--- config.mk ---
export PLATFORM = sky130hd
export DESIGN_NAME = interleaved_frame_deframer_core
export DESIGN_NICKNAME = d
export VERILOG_FILES = /design/src/rtl/ifd_pkg.sv /design/src/rtl/ifd_parser.sv /design/src/rtl/interleaved_frame_deframer_core.sv
export SDC_FILE = /design/constraint.sdc
export NUM_CORES = 1
export LEC_CHECK = 0
export BUFFER_PORTS_ARGS = -buffer_cell sky130_fd_sc_hd__buf_4
export CAP_MARGIN = 20
export CORE_MARGIN = 4
export CORE_UTILIZATION = 52
export CTS_CLUSTER_SIZE = 12
export DETAILED_ROUTE_END_ITERATION = 7
export PLACE_DENSITY = 0.73
export SYNTH_ARGS = -nofsm -noshare
export SYNTH_HDL_FRONTEND = slang
export SYNTH_SLANG_ARGS = --single-unit
export TNS_END_PERCENT = 100
--- constraint.sdc ---
create_clock -name aclk -period 2.9 [get_ports aclk]
set_clock_uncertainty 0.05 [all_clocks]
set_input_delay 0.435 -clock aclk [delete_from_list [all_inputs] [get_ports aclk]]
set_output_delay 0.435 -clock aclk [all_outputs]
set_load 0.05 [all_outputs]
--- src/rtl/ifd_pkg.sv ---
// Shared types and constants for the interleaved frame deframer.
package ifd_pkg;

    localparam logic [7:0] MARKER_BYTE = 8'h24;

    typedef enum logic [2:0] {
        PH_HUNT   = 3'd0,
        PH_CHAN   = 3'd1,
        PH_LEN_HI = 3'd2,
        PH_LEN_LO = 3'd3,
        PH_PASS   = 3'd4,
        PH_SKIP   = 3'd5
    } phase_t;

    typedef struct packed {
        logic       valid;
        logic [7:0] chan_id;
        logic [7:0] payload_byte;
        logic       frame_end;
        logic       empty_frame;
        logic       too_long;
    } result_t;

endpackage

--- src/rtl/ifd_parser.sv ---
// Frame header parser: phase machine, header capture and per-byte result.
module ifd_parser import ifd_pkg::*; (
    input  logic        aclk,
    input  logic        aresetn,
    input  logic        advance,
    input  logic [7:0]  in_byte,
    input  logic [15:0] max_payload,
    output result_t     result
);

    phase_t      phase_reg, phase_next;
    logic [7:0]  chan_reg, chan_next;
    logic [7:0]  len_high_reg, len_high_next;
    logic [15:0] bytes_left_reg, bytes_left_next;

    logic [15:0] frame_len;
    logic [15:0] left_dec;

    assign frame_len = {len_high_reg, in_byte};
    assign left_dec  = bytes_left_reg - 16'd1;

    always_ff @(posedge aclk) begin
        if (!aresetn) begin
            phase_reg      <= PH_HUNT;
            chan_reg       <= 8'd0;
            len_high_reg   <= 8'd0;
            bytes_left_reg <= 16'd0;
        end else if (advance) begin
            phase_reg      <= phase_next;
            chan_reg       <= chan_next;
            len_high_reg   <= len_high_next;
            bytes_left_reg <= bytes_left_next;
        end
    end

    // next state
    always_comb begin
        phase_next      = phase_reg;
        chan_next       = chan_reg;
        len_high_next   = len_high_reg;
        bytes_left_next = bytes_left_reg;
        case (phase_reg)
            PH_CHAN: begin
                chan_next  = in_byte;
                phase_next = PH_LEN_HI;
            end
            PH_LEN_HI: begin
                len_high_next = in_byte;
                phase_next    = PH_LEN_LO;
            end
            PH_LEN_LO: begin
                bytes_left_next = frame_len;
                if (frame_len == 16'd0) begin
                    phase_next = PH_HUNT;
                end else if (frame_len > max_payload) begin
                    phase_next = PH_SKIP;
                end else begin
                    phase_next = PH_PASS;
                end
            end
            PH_PASS, PH_SKIP: begin
                bytes_left_next = left_dec;
                if (left_dec == 16'd0) begin
                    phase_next = PH_HUNT;
                end
            end
            default: begin
                // unused codes behave as hunting
                phase_next = (in_byte == MARKER_BYTE) ? PH_CHAN : PH_HUNT;
            end
        endcase
    end

    // result for the byte at hand
    always_comb begin
        result              = '0;
        result.chan_id      = chan_reg;
        case (phase_reg)
            PH_LEN_LO: begin
                if (frame_len == 16'd0) begin
                    result.valid       = 1'b1;
                    result.frame_end   = 1'b1;
                    result.empty_frame = 1'b1;
                end else if (frame_len > max_payload) begin
                    result.valid     = 1'b1;
                    result.frame_end = 1'b1;
                    result.too_long  = 1'b1;
                end
            end
            PH_PASS: begin
                result.valid        = 1'b1;
                result.payload_byte = in_byte;
                result.frame_end    = (left_dec == 16'd0);
            end
            default: begin
                result.valid = 1'b0;
            end
        endcase
    end

endmodule

--- src/rtl/interleaved_frame_deframer_core.sv ---
// Interleaved frame deframer top level: input register, parser, result register.
//
// Takes one stream byte per cycle when not stalled and emits at most one
// result per byte: each payload byte tagged with its channel (tlast on the
// final one), or a single flagged result for an empty or too-long frame. A
// byte accepted into the input register is parsed from it, and its result is
// captured in the output register when the parser advances, while the next
// byte can be accepted. Backpressure on m_tready stalls the parser and,
// through the input register, s_tready. The user must write max_payload on
// the cfg channel only while the block is idle; the block does not enforce it.
module interleaved_frame_deframer_core import ifd_pkg::*; (
    input  logic        aclk,
    input  logic        aresetn,
    input  logic        s_tvalid,
    output logic        s_tready,
    input  logic [7:0]  s_tdata,   // [7:0] in_byte
    output logic        m_tvalid,
    input  logic        m_tready,
    output logic [15:0] m_tdata,   // [7:0] chan_id, [15:8] payload_byte
    output logic        m_tlast,   // frame_end
    output logic [1:0]  m_tuser,   // [0] empty_frame, [1] too_long
    input  logic        cfg_valid,
    output logic        cfg_ready,
    input  logic [15:0] cfg_data   // max_payload
);

    logic        in_valid_reg, in_valid_next;
    logic [7:0]  in_byte_reg;
    logic        out_valid_reg, out_valid_next;
    result_t     out_res_reg;
    logic [15:0] max_payload_reg;
    logic        advance;
    result_t     result;

    assign advance   = in_valid_reg && (!out_valid_reg || m_tready);
    assign s_tready  = !in_valid_reg || advance;
    assign cfg_ready = 1'b1;

    ifd_parser u_parser (
        .aclk        (aclk),
        .aresetn     (aresetn),
        .advance     (advance),
        .in_byte     (in_byte_reg),
        .max_payload (max_payload_reg),
        .result      (result)
    );

    always_comb begin
        in_valid_next = in_valid_reg;
        if (s_tvalid && s_tready) begin
            in_valid_next = 1'b1;
        end else if (advance) begin
            in_valid_next = 1'b0;
        end
    end

    always_comb begin
        out_valid_next = out_valid_reg && !m_tready;
        if (advance) begin
            out_valid_next = result.valid;
        end
    end

    always_ff @(posedge aclk) begin
        if (!aresetn) begin
            in_valid_reg    <= 1'b0;
            out_valid_reg   <= 1'b0;
            max_payload_reg <= 16'd19996;
        end else begin
            in_valid_reg  <= in_valid_next;
            out_valid_reg <= out_valid_next;
            if (cfg_valid && cfg_ready) begin
                max_payload_reg <= cfg_data;
            end
        end
    end

    always_ff @(posedge aclk) begin
        if (s_tvalid && s_tready) begin
            in_byte_reg <= s_tdata;
        end
        if (advance && result.valid) begin
            out_res_reg <= result;
        end
    end

    assign m_tvalid = out_valid_reg;
    assign m_tdata  = {out_res_reg.payload_byte, out_res_reg.chan_id};
    assign m_tlast  = out_res_reg.frame_end;
    assign m_tuser  = {out_res_reg.too_long, out_res_reg.empty_frame};

`ifndef SYNTHESIS
    a_flags_exclusive: assert property (@(posedge aclk) disable iff (!aresetn)
        m_tvalid |-> !(m_tuser[0] && m_tuser[1]))
        else $error("empty_frame and too_long both set");

    a_flag_ends_frame: assert property (@(posedge aclk) disable iff (!aresetn)
        (m_tvalid && (m_tuser[0] || m_tuser[1])) |-> (m_tlast && m_tdata[15:8] == 8'd0))
        else $error("flagged request not a zero-data frame end");

    a_input_held: assert property (@(posedge aclk) disable iff (!aresetn)
        (in_valid_reg && !advance) |=> (in_valid_reg && $stable(in_byte_reg)))
        else $error("stalled input byte lost");

    a_result_held: assert property (@(posedge aclk) disable iff (!aresetn)
        (out_valid_reg && !m_tready) |=> !$past(advance))
        else $error("parser advanced into a stalled output register");
`endif

endmodule
==> out/results.tsv, run 1 <==
stage	metric	value	unit
run_status	status	finished clean	
place	hpwl dp	6630	µm
critical_path	WP data arrival	2690	ps
synthesis	Netlist cell types	55	
clock_network	H-tree Lvls	3	
floorplanning	initial core utilization	54.1	%
critical_path	Worst path slowest cell	nor4_2	
clock_network	Clock Tree Buf Depth	2	
routing	drt total wl	9290	µm
critical_path	Worst path top cell family by delay	compound AO/OA/AOI/OAI gates	
global_routing	first-pass GRT wire length	15200	µm
clock_network	TritonCTS buffer count	9	
clock_network	CTS root buf	clkbuf_8	
power_and_ir_drop	PwrDens	458	nW/µm²
synthesis	synth warn	0	
sta	Worst Tran Pin Value	724	ps
synthesis	EDFF count, synth	27	
routing	DRC viols	0	
floorplanning	Die ar.	9040	µm²
sta	Slew Viols, Final	0	
critical_path	crit-path cells	inv_1 > ha_1 > nand4_1 > nor4_2 > a21boi_0 > nor3_1 > a21oi_2 > o21ai_0 > a21oi_2 > buf_12	
min_path	Hold Path Origin	s_tdata[6]	
place	Cells after DPL	563	
synthesis	post-synth net total	466	
synthesis	area of the mapped netlist	3940	µm²
layout	number of nets in the layout	522	
critical_path	r2r startpoint	max_payload_reg[15]	
routing	uppermost layer routed	met4	
place	routability cong.	0.898	
synthesis	Seq/Total Area, Yosys	47.5	%
synthesis	Syn Area/Cell	9.41	µm²
layout	Non-Filler Instances	579	
critical_path	worst path required time	2920	ps
floorplanning	row count	31	
min_path	Hold Path Cell Cnt	1	
routing	Routed Antenna Nets	0	
clock_network	Setup Buffers After CTS	0	
layout	area grow syn2layout	19.2	%
critical_path	Buf/Inv on CP	2	
routing	DRT met1 WL	4070	µm
critical_path	Startpoint Class	register	
synthesis	FF+latch count, synth	80	
clock_network	Clock transition at path regs	80	ps
global_routing	Tot GR Track Use	22.1	%
power_and_ir_drop	VDD IR max	0.000302	V
floorplanning	Die H	95.1	µm
sta	# setup viols final	0	
layout	layout cell share with drive strength beyond 1	19.4	%
synthesis	Mapped Cells	419	
routing	routed wl met2	4400	µm
critical_path	Reg2Reg Setup Slack	230	ps
place	PortBufs	49	
sta	final hold violation count	0	
clock_network	CTS tree	built	
run	maxcap violations	0	
layout	final core utilization	64.4	%
critical_path	RR Endpoint	m_tuser[1]	
floorplanning	die width	95.1	µm
routing	DR vias/cell	5.61	
global_routing	initial antenna violation count	0	
routing	WL per Instance	16.0	µm
power_and_ir_drop	Lkg Pwr	2.04	nW
layout	most common cell after layout, fill and taps aside	buf_4	
routing	Vias	3249	
synthesis	Async SR Flop Fraction	0	%
floorplanning	core area	7290	µm²
clock_network	clk_lat worst skew	360	ps
sta	final period utilization	91.9	%
routing	1st-pass router iterations	4	
critical_path	Slowest Stage Delay on Critical Path	450	ps
synthesis	predominant post-synthesis flop cell	dfxtp_1	
min_path	Worst Hold End	in_byte_reg[6]	
sta	unrepaired setup endpoints after global routing	false	
critical_path	crit-path max FO	19	
global_routing	largest net degree at the start of global routing	27	
sta	slew margin rel.	51.8	%
sta	Tmin final	2670	ps
global_routing	vias in the first global route	3039	
layout	n_diodes	0	
layout	most frequent cells in the layout	buf_4, nor2_1, dfxtp_1	
routing	number of DRC markers in iteration 0	244	
clock_network	CTS Sinks	80	
critical_path	CP Capture Type	register	
routing	DR WL met3	574	µm
critical_path	r2r worst-path depth	10	
critical_path	Crit Path Category	register to register	
floorplanning	I/O pins	51	
global_routing	GR Overflow Total	0	
min_path	worst hold path type	input port to register	
sta	Fmax	375	MHz
critical_path	critical path's most frequent cell	a21oi_2	
sta	Setup TNS	0	ps
==> per-layer routing <==
layer	GRT usage, %	vias to the layer above
li1	-	1608
met1	28.1	1511
met2	35.8	110
met3	6.31	20
met4	8.17	0
met5	0	-
==> synth_stat cells, drive strengths merged (3+ instances only) <==
cell | number | area [µm²]
a211oi | 3 | 22.5
a21oi | 34 | 170
a22oi | 5 | 37.5
a31oi | 3 | 18.8
and2 | 9 | 56.3
buf | 9 | 46.3
clkbuf | 13 | 48.8
dfxtp | 53 | 1060
edfxtp | 27 | 811
ha | 18 | 225
inv | 22 | 82.6
mux2i | 26 | 260
nand2 | 34 | 128
nand2b | 3 | 18.8
nand3 | 6 | 30.0
nand4 | 5 | 31.3
nor2 | 60 | 225
nor2b | 4 | 25.0
nor3 | 11 | 60.1
nor4 | 6 | 82.6
o211ai | 10 | 75.1
o21ai | 18 | 90.1
o31ai | 3 | 27.5
or4 | 4 | 30.0
xor2 | 3 | 26.3
==> metrics by stage <==
stage / setup slack, ps / hold slack, ps / power [W] / instance area [µm²]
finish: 235 / 193 / 0.00215 / 4700
global placement: 281 / 369 / 0.00135 / 4480
CTS: 139 / 182 / 0.00217 / 4690
global route: 22.4 / 170 / 0.00224 / 4700
floorplan: 156 / 358 / 0.00129 / 3950
detailed placement: 161 / 375 / 0.00135 / 4490
==> cell families after synthesis <==
group | after synthesis | synth area share (%)
and+or+nand+nor | 154 | 19.9
other | 1 | 0.0951
xor gates and xnor gates | 3 | 0.667
DFF | 80 | 47.5
AOI/OAI and AO/OA | 92 | 15.0
muxes | 26 | 6.60
adders and majority gates | 18 | 5.71
buffers and inverters | 45 | 4.60
==> area by class of cell <==
cell class	instances	area, µm²
clock inverter	6	67.6
multi-input combinational	294	1900
timing repair buffer	67	519
sequential	80	1870
fill	615	2590
tap	99	124
inverter	23	86.3
clock buffer	10	128
==> power breakdown <==
part | switching (W) | internal, W
Combinational | 0.0000770 | 0.0000634
Sequential | 0.0000146 | 0.00117
Clock | 0.000424 | 0.000401
Total | 0.000515 | 0.00164
==> what timing repair did <==
| action | in CTS | in global routing |
|---|---|---|
| endpoints found under the setup margin | 0 | 19 |
| hold buffers | 0 | 0 |
| resized for setup | 0 | 2 |
==> how the worst max path moves through the flow <==
stage / start / to / slack, ps / cells past startpoint
2_1_floorplan: max_payload_reg[14] / m_tdata[0] / 160 / 9
3_3_place_gp: max_payload_reg[14] / m_tdata[1] / 280 / 10
3_5_place_dp: max_payload_reg[15] / m_tdata[1] / 160 / 10
4_1_cts: max_payload_reg[15] / m_tuser[1] / 140 / 10
5_1_grt: u_parser.bytes_left_reg[1] / u_parser.phase_reg[2] / 20 / 10
6_report: max_payload_reg[15] / m_tuser[1] / 230 / 10
No activity file was read; power rests on OpenSTA's default activity.
==> inputs of run 2 (changes only) <==
--- a/config.mk
+++ b/config.mk
@@ -7,8 +7,10 @@
 export LEC_CHECK = 0
 export BUFFER_PORTS_ARGS = -buffer_cell sky130_fd_sc_hd__buf_4
 export CAP_MARGIN = 20
+export CELL_PAD_IN_SITES_DETAIL_PLACEMENT = 1
+export CELL_PAD_IN_SITES_GLOBAL_PLACEMENT = 1
 export CORE_MARGIN = 4
-export CORE_UTILIZATION = 52
+export CORE_UTILIZATION = 40
 export CTS_CLUSTER_SIZE = 12
 export DETAILED_ROUTE_END_ITERATION = 7
 export PLACE_DENSITY = 0.73
==> out/results.tsv, run 2 (synthesis results as in run 1) <==
stage	metric	value	unit	change
global_routing	initial antenna violation count	0		unchanged
floorplanning	row count	35		was 31
critical_path	worst path required time	2910	ps	was 2920 ps
sta	Slew Viols, Final	0		unchanged
sta	slew margin rel.	60.6	%	was 51.8%
global_routing	GR Overflow Total	0		unchanged
clock_network	Clock transition at path regs	90	ps	was 80 ps
power_and_ir_drop	PwrDens	468	nW/µm²	was 458 nW/µm²
clock_network	clk_lat worst skew	360	ps	about the same
sta	worst hold slack	198	ps	was 193 ps
sta	Tmin final	2650	ps	was 2670 ps
routing	Vias	3301		was 3249
layout	Fillers	1103		was 615
layout	n_diodes	0		unchanged
floorplanning	Die H	107	µm	was 95.1 µm
power_and_ir_drop	Clock power frac	40.1	%	was 38.3%
power_and_ir_drop	net switching power figure	0.000527	W	was 0.000515 W
global_routing	Tot GR Track Use	19.8	%	was 22.1%
global_routing	first-pass GRT wire length	17900	µm	was 15200 µm
clock_network	Clock Tree Buf Depth	2		unchanged
critical_path	WP data arrival	2660	ps	was 2690 ps
place	routability cong.	0.852		was 0.898
global_routing	met1 Usage GRT	25.4	%	was 28.1%
power_and_ir_drop	Sequential Power Share	53.5	%	was 55.2%
routing	number of DRC markers in iteration 0	123		was 244
clock_network	CTS root buf	clkbuf_8		unchanged
layout	post-route cell area	4740	µm²	was 4700 µm²
sta	Worst Tran Pin Value	587	ps	was 724 ps
critical_path	crit-path max FO	19		unchanged
layout	most frequent cells in the layout	buf_4, nor2_1, dfxtp_1		unchanged
critical_path	r2r worst-path depth	10		unchanged
min_path	worst hold path type	input port to register		unchanged
critical_path	CP Capture Type	register		unchanged
routing	DR vias/cell	5.44		was 5.61
global_routing	busiest grt layer	met2		unchanged
sta	final hold violation count	0		unchanged
sta	final period utilization	91.3	%	was 91.9%
run	maxcap violations	0		unchanged
critical_path	Startpoint Class	register		unchanged
sta	Setup TNS	0	ps	unchanged
global_routing	vias in the first global route	3513		was 3039
power_and_ir_drop	VDD IR max	0.000224	V	was 0.000302 V
clock_network	Setup Buffers After CTS	0		unchanged
sta	Fmax	378	MHz	was 375 MHz
sta	# setup viols final	0		unchanged
power_and_ir_drop	combinational power share	6.4	%	was 6.5%
floorplanning	die width	107	µm	was 95.1 µm
global_routing	largest net degree at the start of global routing	29		was 27
routing	Routed Antenna Nets	0		unchanged
sta	unrepaired setup endpoints after global routing	false		unchanged
place	placed cell area	4510	µm²	was 4490 µm²
place	PortBufs	49		unchanged
power_and_ir_drop	Sw Ratio	23.7	%	was 23.9%
layout	most common cell after layout, fill and taps aside	buf_4		unchanged
place	hpwl dp	8020	µm	was 6630 µm
critical_path	Crit Path Category	register to register		unchanged
routing	drt total wl	10700	µm	was 9290 µm
floorplanning	Die ar.	11500	µm²	was 9040 µm²
floorplanning	initial core utilization	41.9	%	was 54.1%
clock_network	CTS tree	built		unchanged
routing	DRC viols	0		unchanged
run_status	status	finished clean		unchanged
floorplanning	core area	9420	µm²	was 7290 µm²
min_path	Hold Path Cell Cnt	1		unchanged
clock_network	CTS Sinks	80		unchanged
layout	layout cell share with drive strength beyond 1	19.2	%	was 19.4%
global_routing	met3 usage	3.18	%	was 6.31%
routing	1st-pass router iterations	4		unchanged
floorplanning	I/O pins	51		unchanged
power_and_ir_drop	Lkg Pwr	2.04	nW	about the same
clock_network	TritonCTS buffer count	9		unchanged
global_routing	GRT met2 Usage	33.7	%	was 35.8%
layout	area grow syn2layout	20.2	%	was 19.2%
power_and_ir_drop	Int Pwr	0.00169	W	was 0.00164 W
routing	WL per Instance	17.7	µm	was 16.0 µm
clock_network	H-tree Lvls	3		unchanged
layout	number of nets in the layout	520		was 522
## run 2: stage by stage
step	power (W)	worst slack [ps]	std cells	utilization, %
after global placement	0.00135	333	591	47.9
final	0.00222	253	607	50.3
after detailed placement	0.00136	174	591	47.9
after global routing	0.00231	6.58	607	50.3
after floorplan	0.00129	156	419	-
after CTS	0.00224	112	607	50.2
## run 2: timing repair
item	4_1_cts	5_1_grt
setup endpoints to repair	0	19
resized for setup	0	2
hold buffers	0	0
## run 2: routing by layer
metal | share of wire (%) | up-vias
met5 | 0 | -
met4 | 1.9 | 0
met3 | 4.0 | 16
met2 | 48 | 75
met1 | 46 | 1608
li1 | - | 1602
## run 2: area by class of cell
class	instances	area, µm²	area share (%)
inverter	23	86.3	1.82
multi-input combinational	294	1900	40.2
timing repair buffer	65	500	10.6
tap	129	161	3.41
sequential	80	1870	39.5
clock inverter	5	63.8	1.35
clock buffer	11	153	3.22
## run 2: worst paths after layout
| path | to | start | slack, ps |
|---|---|---|---|
| worst max-delay path | m_tdata[1] | max_payload_reg[14] | 250 |
| worst min-delay path | in_byte_reg[0] | s_tdata[0] | 200 |
| worst max register to register | m_tdata[1] | max_payload_reg[14] | 250 |
| worst min register to register | m_tdata[6] | u_parser.chan_reg[6] | 390 |
## run 2: critical path, cell delays in order, from the launching register on
cell and delay [ps]:
dfxtp_1 310, inv_1 50, ha_1 320, nand4_1 190, nor4_2 380, a21boi_0 220, nor3_1 90, a21oi_2 190
o21ai_0 150, a21oi_2 210, buf_12 190
## run 2: power groups by stage
stage	registers [W]	clock network [W]	logic [W]
floorplan	0.00121	0	0.0000759
global placement	0.00121	0	0.000139
detailed placement	0.00121	0	0.000142
CTS	0.00119	0.000904	0.000144
global route	0.00119	0.000960	0.000161
finish	0.00119	0.000890	0.000142
==> inputs of run 3 (changes only) <==
--- a/config.mk
+++ b/config.mk
@@ -13,8 +13,9 @@
 export CORE_UTILIZATION = 40
 export CTS_CLUSTER_SIZE = 12
 export DETAILED_ROUTE_END_ITERATION = 7
-export PLACE_DENSITY = 0.73
+export PLACE_DENSITY = 0.72
 export SYNTH_ARGS = -nofsm -noshare
 export SYNTH_HDL_FRONTEND = slang
+export SYNTH_HIERARCHICAL = 1
 export SYNTH_SLANG_ARGS = --single-unit
 export TNS_END_PERCENT = 100
==> out/results.tsv, run 3 <==
stage	metric	value	unit	change
routing	number of DRC markers in iteration 0	141		was 123
synthesis	most frequent cell after synthesis	dfxtp_1		was nor2_1
sta	Worst Tran Pin Value	507	ps	was 587 ps
critical_path	crit-path max FO	18		was 19
critical_path	Crit Path Category	register to register		unchanged
clock_network	H-tree Lvls	3		unchanged
clock_network	Clock Tree Buf Depth	2		unchanged
synthesis	leading area contributor after synthesis	dfxtp_1		unchanged
synthesis	Async SR Flop Fraction	0	%	unchanged
clock_network	Hold Buf Count CTS	0		unchanged
layout	post-route cell area	4900	µm²	was 4740 µm²
sta	final hold violation count	0		unchanged
sta	Fmax	375	MHz	was 378 MHz
sta	Slew Viols, Final	0		unchanged
critical_path	Worst path slowest cell	edfxtp_1		was nor4_2
floorplanning	initial core utilization	41.8	%	was 41.9%
critical_path	Worst path top cell family by delay	compound AO/OA/AOI/OAI gates		unchanged
global_routing	Tot GR Track Use	19.9	%	was 19.8%
critical_path	crit-path cells	inv_1 > ha_1 > inv_1 > a21oi_1 > o21ai_0 > a221o_1 > o21ai_0 > a21o_1 > o21ai_0 > nand2_1 > nor2_4 > buf_12		was inv_1 > ha_1 > nand4_1 > nor4_2 > a21boi_0 > nor3_1 > a21oi_2 > o21ai_0 > a21oi_2 > buf_12
synthesis	post-synthesis mux area share	7.73	%	was 6.60%
place	Post-Place Setup Slack	-78.3	ps	was 174 ps
global_routing	first-pass GRT wire length	18100	µm	was 17900 µm
layout	most common cell after layout, fill and taps aside	buf_4		unchanged
synthesis	synth warn	6		was 0
routing	WL per Instance	17.6	µm	was 17.7 µm
synthesis	Syn Area/Cell	9.50	µm²	was 9.41 µm²
global_routing	GR Overflow Total	0		unchanged
place	hpwl dp	8330	µm	was 8020 µm
critical_path	CP Capture Type	register		unchanged
global_routing	busiest grt layer	met2		unchanged
synthesis	top cells by count, synth	dfxtp_1, nand2_1, mux2i_1, nor2b_1, o21ai_0		was nor2_1, dfxtp_1, a21oi_1, nand2_1, edfxtp_1
floorplanning	core area	9910	µm²	was 9420 µm²
routing	1st-pass router iterations	4		unchanged
synthesis	Netlist cell types	57		was 55
place	PortBufs	49		unchanged
global_routing	initial antenna violation count	0		unchanged
run	maxcap violations	0		unchanged
global_routing	met3 usage	2.70	%	was 3.18%
floorplanning	Die H	110	µm	was 107 µm
synthesis	Mapped Cells	436		was 419
sta	Final WS setup	236	ps	was 253 ps
sta	# setup viols final	0		unchanged
synthesis	main combinational cell family by area after synthesis	simple AND/OR/NAND/NOR gates		unchanged
layout	layout cell share with drive strength beyond 1	19.3	%	was 19.2%
routing	DR vias/cell	5.29		was 5.44
floorplanning	die width	110	µm	was 107 µm
global_routing	GRT met2 Usage	33.4	%	was 33.7%
routing	Routed Antenna Nets	0		unchanged
sta	slew margin rel.	66.2	%	was 60.6%
synthesis	FF+latch count, synth	80		unchanged
power_and_ir_drop	PwrDens	458	nW/µm²	was 468 nW/µm²
critical_path	worst path required time	2960	ps	was 2910 ps
clock_network	TritonCTS buffer count	9		unchanged
floorplanning	Die ar.	12000	µm²	was 11500 µm²
global_routing	vias in the first global route	3451		was 3513
clock_network	CTS tree	built		unchanged
synthesis	Compound-Gate Fraction of Synth Area	14.1	%	was 15.0%
critical_path	Slowest Stage Delay on Critical Path	510	ps	was 380 ps
layout	n_diodes	0		unchanged
synthesis	Synth Area in XOR/XNOR	0.634	%	was 0.666%
power_and_ir_drop	Lkg Pwr	1.97	nW	was 2.04 nW
clock_network	clk_lat worst skew	360	ps	about the same
min_path	worst hold path type	input port to register		unchanged
place	routability cong.	0.839		was 0.852
critical_path	WP data arrival	2720	ps	was 2660 ps
layout	most frequent cells in the layout	buf_4, dfxtp_1, nand2_1		was buf_4, nor2_1, dfxtp_1
synthesis	Seq/Total Area, Yosys	45.2	%	was 47.5%
layout	number of nets in the layout	541		was 520
run_status	status	finished clean		unchanged
synthesis	area of the mapped netlist	4140	µm²	was 3940 µm²
routing	Vias	3338		was 3301
sta	final period utilization	91.9	%	was 91.3%
critical_path	Startpoint Class	register		unchanged
global_routing	largest net degree at the start of global routing	56		was 29
clock_network	Clock transition at path regs	90	ps	about the same
routing	DRC viols	0		unchanged
place	placed cell area	4710	µm²	was 4510 µm²
floorplanning	row count	36		was 35
synthesis	predominant post-synthesis flop cell	dfxtp_1		unchanged
sta	unrepaired setup endpoints after global routing	false		unchanged
clock_network	CTS root buf	clkbuf_8		unchanged
global_routing	met1 Usage GRT	26.3	%	was 25.4%
clock_network	CTS Sinks	80		unchanged
synthesis	post-synthesis simple-gate area fraction	21.1	%	was 19.9%
synthesis	Yosys top cell area share	25.6	%	was 26.9%
floorplanning	I/O pins	51		unchanged
synthesis	main area contributors after synthesis	dfxtp_1, edfxtp_1, mux2i_1		unchanged
sta	Tmin final	2660	ps	was 2650 ps
critical_path	critical path's most frequent cell	o21ai_0		was a21oi_2
routing	drt total wl	11100	µm	was 10700 µm
power_and_ir_drop	VDD IR max	0.000188	V	was 0.000224 V
critical_path	Reg2Reg Setup Slack	240	ps	was 250 ps
synthesis	adder-cell share of the synthesized area	5.44	%	was 5.71%
layout	area grow syn2layout	18.2	%	was 20.2%
synthesis	post-synth net total	483		was 466
critical_path	Buf/Inv on CP	3		was 2
synthesis	EDFF count, synth	27		unchanged
==> run 3: layer usage <==
metal	vias to the layer above	routed length, µm	share of wire, %
met1	1619	5290	48
li1	1650	-	-
met3	15	302	2.7
met5	-	0	0
met2	54	5330	48
met4	0	161	1.5
==> run 3: power breakdown <==
group,switching (W),total [W],internal [W]
Sequential,0.0000298,0.00122,0.00119
Combinational,0.000181,0.000317,0.000135
Clock,0.000406,0.000709,0.000303
==> run 3: worst paths after layout <==
path | startpoint | endpoint | cells after the start
worst min register to register | u_parser/chan_reg[7] | m_tdata[7] | 0
worst max register to register | in_byte_reg[0] | m_tdata[11] | 12
worst max-delay path | in_byte_reg[0] | m_tdata[11] | 12
worst min-delay path | s_tdata[1] | in_byte_reg[1] | 1
==> run 3: area by class of cell <==
class	instances	area, µm²
Clock inverter	4	22.5
Inverter	25	93.8
Timing Repair Buffer	73	561
Tap cell	133	166
Clock buffer	11	131
Fill cell	1157	5010
Sequential cell	80	1870
Multi-Input combinational cell	305	2050
==> run 3: what timing repair did <==
action                     in CTS  in global routing
buffers inserted                0                  1
gates resized for setup         1                  0
setup endpoints to repair      19                 19
pin swaps                       0                  1
==> run 3: stage by stage <==
step                total power (W)  cells  utilization [%]  hold slack [ps]  TNS (ps)
global placement            0.00155    614             47.5              368         0
floorplan                   0.00144    436                -              358         0
global route                0.00234    631             49.4              190         0
detailed placement          0.00156    614             47.5              373     -1470
finish                      0.00224    631             49.4              206         0
CTS                         0.00225    629             49.1              189         0
==> run 3: kinds of logic after synthesis <==
logic type / after synthesis
compound gates: 92
flops: 80
mux: 32
other cells: 1
buf+inv: 51
xor+xnor: 3
fa+ha+maj: 18
simple gates: 159
